## config.mk

```make
export PLATFORM = sky130hd
export DESIGN_NAME = alle_front
export DESIGN_NICKNAME = d
export VERILOG_FILES = /design/src/design/alle_pkg.sv /design/src/design/alle_front.sv
export SDC_FILE = /design/constraint.sdc
export NUM_CORES = 1
export LEC_CHECK = 0
export ABC_AREA = 1
export BUFFER_PORTS_ARGS = -buffer_cell sky130_fd_sc_hd__buf_2
export CORE_MARGIN = 5
export CORE_UTILIZATION = 47
export CTS_CLUSTER_DIAMETER = 100
export DETAILED_ROUTE_END_ITERATION = 12
export HOLD_SLACK_MARGIN = 0.02
export PLACE_DENSITY = 0.81
export SYNTH_ARGS = -nofsm -noshare
export SYNTH_HDL_FRONTEND = slang
export SYNTH_SLANG_ARGS = --single-unit
export TNS_END_PERCENT = 30
```

## constraint.sdc

```tcl
create_clock -name clk -period 4.1 [get_ports clk]
set_clock_uncertainty 0.1 [all_clocks]
set_input_delay 0.615 -clock clk [delete_from_list [all_inputs] [get_ports clk]]
set_output_delay 0.615 -clock clk [all_outputs]
set_load 0.01 [all_outputs]
```

## src/design/alle_pkg.sv

```systemverilog
`timescale 1ns / 1ps
package alle_pkg;

  // node store geometry
  localparam int NODES      = 256;
  localparam int VALUE_BITS = 32;
  localparam int IDX_W      = $clog2(NODES);
  localparam int PTR_W      = IDX_W + 1;
  localparam int QDEPTH     = 2;
  localparam int QPTR_W     = $clog2(QDEPTH);
  localparam int QCNT_W     = $clog2(QDEPTH + 1);

  typedef logic [IDX_W-1:0]      idx_t;
  typedef logic [PTR_W-1:0]      ptr_t;
  typedef logic [VALUE_BITS-1:0] val_t;

  // null link
  localparam ptr_t NIL = PTR_W'(NODES);

  // command kind codes on the input word
  localparam logic [2:0] KIND_INS_HEAD  = 3'd0;
  localparam logic [2:0] KIND_INS_TAIL  = 3'd1;
  localparam logic [2:0] KIND_INS_AFTER = 3'd2;
  localparam logic [2:0] KIND_DEL_HEAD  = 3'd3;
  localparam logic [2:0] KIND_DEL_TAIL  = 3'd4;
  localparam logic [2:0] KIND_DEL_AFTER = 3'd5;

  // status codes
  localparam logic [1:0] ST_OK       = 2'd0;
  localparam logic [1:0] ST_FULL     = 2'd1;
  localparam logic [1:0] ST_EMPTY    = 2'd2;
  localparam logic [1:0] ST_NOTFOUND = 2'd3;

  typedef enum logic [2:0] {
    OP_INS_HEAD,
    OP_INS_TAIL,
    OP_INS_AFTER,
    OP_DEL_HEAD,
    OP_DEL_TAIL,
    OP_DEL_AFTER,
    OP_BAD
  } op_t;

  typedef struct packed {
    op_t  op;
    val_t item;
    val_t key;
  } cmd_t;

endpackage

```

## src/design/alle_front.sv

```systemverilog
`timescale 1ns / 1ps
module alle_front
  import alle_pkg::*;
(
  input  logic        clk,
  input  logic        rst_n,
  input  logic        push,
  output logic        full,
  input  logic [2:0]  in_kind,
  input  logic [31:0] in_item,
  input  logic [31:0] in_match_value,
  output logic        cmd_valid,
  output cmd_t        cmd,
  input  logic        cmd_take
);

  cmd_t              ent_r [QDEPTH];
  logic [QPTR_W-1:0] wp_r, wp_nxt;
  logic [QPTR_W-1:0] rp_r, rp_nxt;
  logic [QCNT_W-1:0] cnt_r, cnt_nxt;
  logic              wr, rd;
  cmd_t              dec;

  // classify the incoming word
  always_comb begin
    dec.item = val_t'(in_item);
    dec.key  = val_t'(in_match_value);
    unique case (in_kind)
      KIND_INS_HEAD:  dec.op = OP_INS_HEAD;
      KIND_INS_TAIL:  dec.op = OP_INS_TAIL;
      KIND_INS_AFTER: dec.op = OP_INS_AFTER;
      KIND_DEL_HEAD:  dec.op = OP_DEL_HEAD;
      KIND_DEL_TAIL:  dec.op = OP_DEL_TAIL;
      KIND_DEL_AFTER: dec.op = OP_DEL_AFTER;
      default:        dec.op = OP_BAD;
    endcase
  end

  // command queue
  assign full      = (cnt_r == QCNT_W'(QDEPTH));
  assign cmd_valid = (cnt_r != '0);
  assign cmd       = ent_r[rp_r];
  assign wr        = push && !full;
  assign rd        = cmd_take && cmd_valid;

  always_comb begin
    wp_nxt  = wr ? wp_r + 1'b1 : wp_r;
    rp_nxt  = rd ? rp_r + 1'b1 : rp_r;
    cnt_nxt = cnt_r;
    if (wr && !rd) begin
      cnt_nxt = cnt_r + 1'b1;
    end else if (rd && !wr) begin
      cnt_nxt = cnt_r - 1'b1;
    end
  end

  always_ff @(posedge clk) begin
    if (!rst_n) begin
      wp_r  <= '0;
      rp_r  <= '0;
      cnt_r <= '0;
    end else begin
      wp_r  <= wp_nxt;
      rp_r  <= rp_nxt;
      cnt_r <= cnt_nxt;
    end
  end

  always_ff @(posedge clk) begin
    if (wr) begin
      ent_r[wp_r] <= dec;
    end
  end

endmodule

```

==> reports/metrics.cfg, run 1 <==
[grt]
grt_pass1_wl_um=14000
grt_pass1_vias=2944
grt_usage_pct=14.0
grt_antenna_before_repair=0
grt_max_degree=68
overflow=0

[timing]
final_max_slew_viol_count=0
rsz0062_at_grt=false
period_share_pct=70.3
fin_hold_ws_ps=195
report.final.setup_viol=0
hold_violations=0
tightest_slew_ps=1060
fmax_ghz=0.347
finalCriticalPeriod_ps=2880
maxSlewHeadroom_pct=29.5

[setup_path]
slowest_delay_ps=1030
reg2reg_depth=4
r2r-end=ent_r[1][65]
critical_path.top_delay_family=flip-flops
reg2reg_setup_slack_ps=1930
cp_data_required_time_ps=3380
timing.rr.start=cnt_r[1]
crit_buf_inv=1
path_max_fanout=67
crit_chain=mux2_2 > buf_2
crit_cells=2
crit_slowest_cell=dfxtp_4
setup.worst_path.class=reg2out
crit_end=cmd[3]
arrival_ps=2170
crit_path_end_kind=primary output
worst_setup_path_start_kind=register

[die]
die_h_um=115
die_area_mm2=0.0133
initial_utilization_pct=48.0
ios=140
die_width_um=115
rows=38
core_mm2=0.0108

[pwr]
p_leak_uw=0.00255
vdd_drop_max_mv=0.442
power.density_mw_per_mm2=627
power.total_uw=4140

[clock_network]
cts_tree=done
cts_made_buffers=17
clk_latency_ps=500
cts.path.max_buffers=2
post_cts_buffers=0
h-tree-depth=4
clkTransAtPathRegs_ps=60
clockRootBuffer=clkbuf_8
cts_resized=0
clock-sinks=139
cts-hold-fix-buffers=0

[logic_synthesis]
syn_nets=320
synth.avg_cell_area_um2=21.0
ys_warn_count=0
ys_seq_elements=139
synth_compound_area_share_pct=0.673
async_flop_share_pct=0
yosys.area_share.xor_xnor_pct=0
ys_seq_area_share_pct=79.2
synth_adder_area_share_pct=0.240
syn_area_mm2=0.00520
synth_top_family_by_area=multiplexers
synthFlopType=edfxtp_1
yosys.area_share.simple_pct=1.37
synthCells=248
synth_cell_types=19
synth_edf_count=134
muxShareOfSynthArea_pct=16.7

[cells_and_area]
drive_above_1_share_pct=58.3
layout_common_cells=buf_2 (139), edfxtp_1 (134), mux2_2 (37)
num-nets-final=471
mostFrequentLayoutCell=buf_2
area_growth_pct=27.0
final_area_mm2=0.00661
antennaDiodeCount=0
layout.cells.non_filler=552
final_core_util_pct=61.0

[run]
max-cap-violations=0

[placed_design]
dp_hpwl_um=6010
numPortBuffers=139
placedCellCount=520
placed_area_mm2=0.00607
place_congestion=0.715

[routing]
wirelength_um=8880
drt_iter0_drc=158
vias=2675
dr.pass1.iters=4
remaining_drc_errors=0
viasPerCell=4.85
wl_per_cell_um=16.1
postRouteAntennaNets=0

[hold_path]
hold_depth=1
hold_path.class=in2reg

[outcome]
status=completed

==> layer usage <==
| metal | part of all wire [%] | up-vias | GRT usage [%] |
|---|---|---|---|
| met5 | 0 | - | 0 |
| met4 | 1.3 | 0 | 5.87 |
| met1 | 39 | 1315 | 15.5 |
| met2 | 52 | 88 | 24.3 |
| met3 | 8.2 | 9 | 5.37 |
| li1 | - | 1263 | - |
==> where the power goes <==
group          switching (uW)  leakage [uW]  internal (uW)
Sequential                133       0.00129           1800
Combinational             403       0.00101            443
Clock                     558      0.000249            807
==> sequential cells by signal (all words and copies together) (netlist names), named ones only <==
name   flops
ent_r    134
cnt_r      2
rp_r       1
wp_r       1
==> area by class of cell <==
cell class	count	area [um2]
inverter	8	30.0
sequential	139	4130
clock inverter	13	120
timing repair buffer	141	736
fill	847	4230
tap	140	175
multi-input combinational	92	1000
clock buffer	19	422
==> worst min-delay path by stage <==
stage / endpoint / slack, ps / startpoint
2_1_floorplan: register / 370 / rp_r
3_3_place_gp: register / 380 / rp_r
3_5_place_dp: rp_r / 410 / rp_r
4_1_cts: ent_r[0][33] / 170 / in_item[1]
5_1_grt: ent_r[1][17] / 170 / in_match_value[17]
6_report: ent_r[0][11] / 200 / in_match_value[11]
==> cells in the mapped netlist, drive strengths merged, types with 2 or more instances <==
cell    count  area share, %
buf         7            1.1
clkbuf      2           0.14
edfxtp    134             77
o21ai       3           0.29
dfxtp       5            1.9
inv         8           0.58
nor2        9           0.65
nand2       7           0.51
mux2       67             17
==> kinds of logic (layout without fill, tap and decap cells) <==
| logic type | Yosys count | after routing |
|---|---|---|
| AOI/OAI and AO/OA | 6 | 6 |
| adders and majority gates | 1 | 1 |
| buffers and inverters | 17 | 181 |
| DFF | 139 | 139 |
| muxes | 67 | 67 |
| and+or+nand+nor | 18 | 18 |
==> per-stage QoR <==
step | worst slack (ps) | TNS (ps)
after floorplan | -11.7 | -1560
after global placement | 1700 | 0
after detailed placement | 1650 | 0
after CTS | 1150 | 0
after global routing | 1080 | 0
final | 1220 | 0
(Power assumes the default switching activity.)
==> inputs of run 2 (changes only) <==
clock period = 2.5 ns   (was 4.1 ns; I/O delays follow)
==> reports/metrics.cfg, run 2 (synthesis results as in run 1) <==
[outcome]
status=completed

[setup_path]
crit_buf_inv=2  ; +1
crit_cells=3  ; +1
crit_end=cmd[19]
reg2reg_depth=9  ; +5
setup.worst_path.class=reg2out
crit_slowest_cell=mux2_2
r2r-end=cnt_r[1]
reg2reg_setup_slack_ps=570  ; -1360 ps
slowest_delay_ps=400  ; -630 ps
arrival_ps=1780  ; -390 ps
crit_chain=buf_4 > mux2_2 > buf_2
worst_setup_path_start_kind=register
crit_path_end_kind=primary output
path_max_fanout=30  ; -55%
critical_path.top_delay_family=buffers and inverters
timing.rr.start=cnt_r[1]
cp_data_required_time_ps=2030  ; -1350 ps

[cells_and_area]
area_growth_pct=41.3
fill_cells=724  ; -15%
mostFrequentLayoutCell=buf_2
largest_register_ffs=134  ; unchanged
drive_above_1_share_pct=50.8  ; -7.4 points
top_register=ent_r
antennaDiodeCount=0  ; unchanged
seq_area_mm2=0.00413  ; unchanged
final_core_util_pct=67.8  ; +6.8 points
num-nets-final=541  ; +15%
multi_input_area_mm2=0.00100  ; unchanged
layout.cells.non_filler=622  ; +13%
reg_top3=ent_r x134, cnt_r x2
layout_common_cells=buf_2 (139), edfxtp_1 (134), dlygate4sd3_1 (67)

[clock_network]
clockRootBuffer=clkbuf_8
cts_made_buffers=17  ; unchanged
cts_resized=0  ; unchanged
clkTransAtPathRegs_ps=60  ; about the same
clk_latency_ps=510  ; about the same
clock-sinks=139  ; unchanged
h-tree-depth=4  ; unchanged
post_cts_buffers=0  ; unchanged
cts_tree=done
cts.path.max_buffers=2  ; unchanged

[run]
max-cap-violations=0  ; unchanged

[routing]
wirelength_um=9840  ; +11%
remaining_drc_errors=0  ; unchanged
vias=2954  ; +10%
drt_iter0_drc=103  ; -35%
postRouteAntennaNets=0  ; unchanged
dr.pass1.iters=4  ; unchanged
viasPerCell=4.75  ; -2.0%
wl_per_cell_um=15.8  ; -1.6%

[die]
rows=38  ; unchanged
initial_utilization_pct=48.0  ; unchanged
die_area_mm2=0.0133  ; unchanged
core_mm2=0.0108  ; unchanged
die_width_um=115  ; unchanged
ios=140  ; unchanged
die_h_um=115  ; unchanged

[placed_design]
placedCellCount=523  ; +0.58%
place_congestion=0.679  ; -5.0%
place_ws_ps=616  ; -1030 ps
numPortBuffers=139  ; unchanged
dp_hpwl_um=6080  ; +1.1%

[grt]
grt_pass1_vias=3220  ; +9.4%
grt_max_degree=68  ; unchanged
grt_antenna_before_repair=0  ; unchanged
grt_pass1_wl_um=15200  ; +8.1%
overflow=0  ; unchanged
grt_usage_pct=15.2  ; +1.2 points

[timing]
report.final.setup_viol=0  ; unchanged
rsz0062_at_grt=false
maxSlewHeadroom_pct=60.3  ; +31 points
worst_slack_ps=241  ; -975 ps
tightest_slew_ps=596  ; -461 ps
hold_violations=0  ; unchanged
fmax_ghz=0.443
finalCriticalPeriod_ps=2260
period_share_pct=90.4
final_max_slew_viol_count=0  ; unchanged

[pwr]
p_switching_uw=1850  ; +69%
pwr-share-clk_pct=34.3  ; +1.4 points
power.share.combinational_pct=23.0  ; +2.6 points
internal_power_uw=5270  ; +73%
power.density_mw_per_mm2=969  ; +55%
p_sw_share_pct=26.0  ; -0.43 points
p_leak_uw=0.00287  ; +12%
pwr-share-seq_pct=42.7  ; -3.9 points
vdd_drop_max_mv=0.591  ; +34%

[hold_path]
hold_path.class=in2reg

==> run 2: final cells by class <==
| cell class | instances | share of cell area [%] |
|---|---|---|
| Tap cell | 140 | 2.38 |
| Multi-Input combinational cell | 92 | 13.6 |
| Sequential cell | 139 | 56.1 |
| Clock inverter | 14 | 2.33 |
| Timing Repair Buffer | 211 | 19.4 |
| Clock buffer | 18 | 5.68 |
| Inverter | 8 | 0.408 |
==> run 2: worst min path at each step <==
stage / cells after the start / slack (ps) / from / end
floorplan: 2 / 370 / rp_r / register
global placement: 2 / 380 / rp_r / register
detailed placement: 2 / 410 / rp_r / rp_r
CTS: 2 / 140 / in_kind[0] / ent_r[1][64]
global route: 2 / 150 / in_kind[0] / ent_r[1][64]
finish: 2 / 170 / in_kind[0] / ent_r[1][64]
==> run 2: power by group through the flow <==
stage	logic [uW]	registers, uW	clock network, uW
floorplan	1020	3070	0
global placement	1540	3060	0
detailed placement	1570	3090	0
CTS	1660	3040	2500
global route	1770	3070	2610
finish	1640	3040	2450
==> run 2: routing by layer <==
metal  GRT usage, %  wire length [um]  vias up
li1               -                 -     1402
met1           17.0              3800     1448
met2           27.1              5270       94
met3           5.53               677       10
met4           4.93                90        0
met5              0                 0        -
==> run 2: per-stage QoR <==
step	total power, uW	hold slack (ps)	instance area (um2)	setup TNS (ps)
after floorplan	4090	367	5210	-39410
after global placement	4600	379	6090	0
after detailed placement	4660	408	6090	0
after CTS	7210	138	7350	0
after global routing	7440	149	7350	0
final	7120	166	7350	0
==> run 2: worst reg2reg max path, stage by stage (launching register included) <==
cell and delay (ps):
dfxtp_1 360, inv_1 90, o21ai_1 430, inv_1 130, ha_1 360, inv_1 100
nand3_1 100, nand2_1 80, inv_1 40, nor2_1 90
==> run 2: what timing repair did <==
action | in CTS | in global routing
hold buffers | 67 | 0
setup endpoints to repair | 0 | 0
endpoints found under the hold margin | 135 | 0
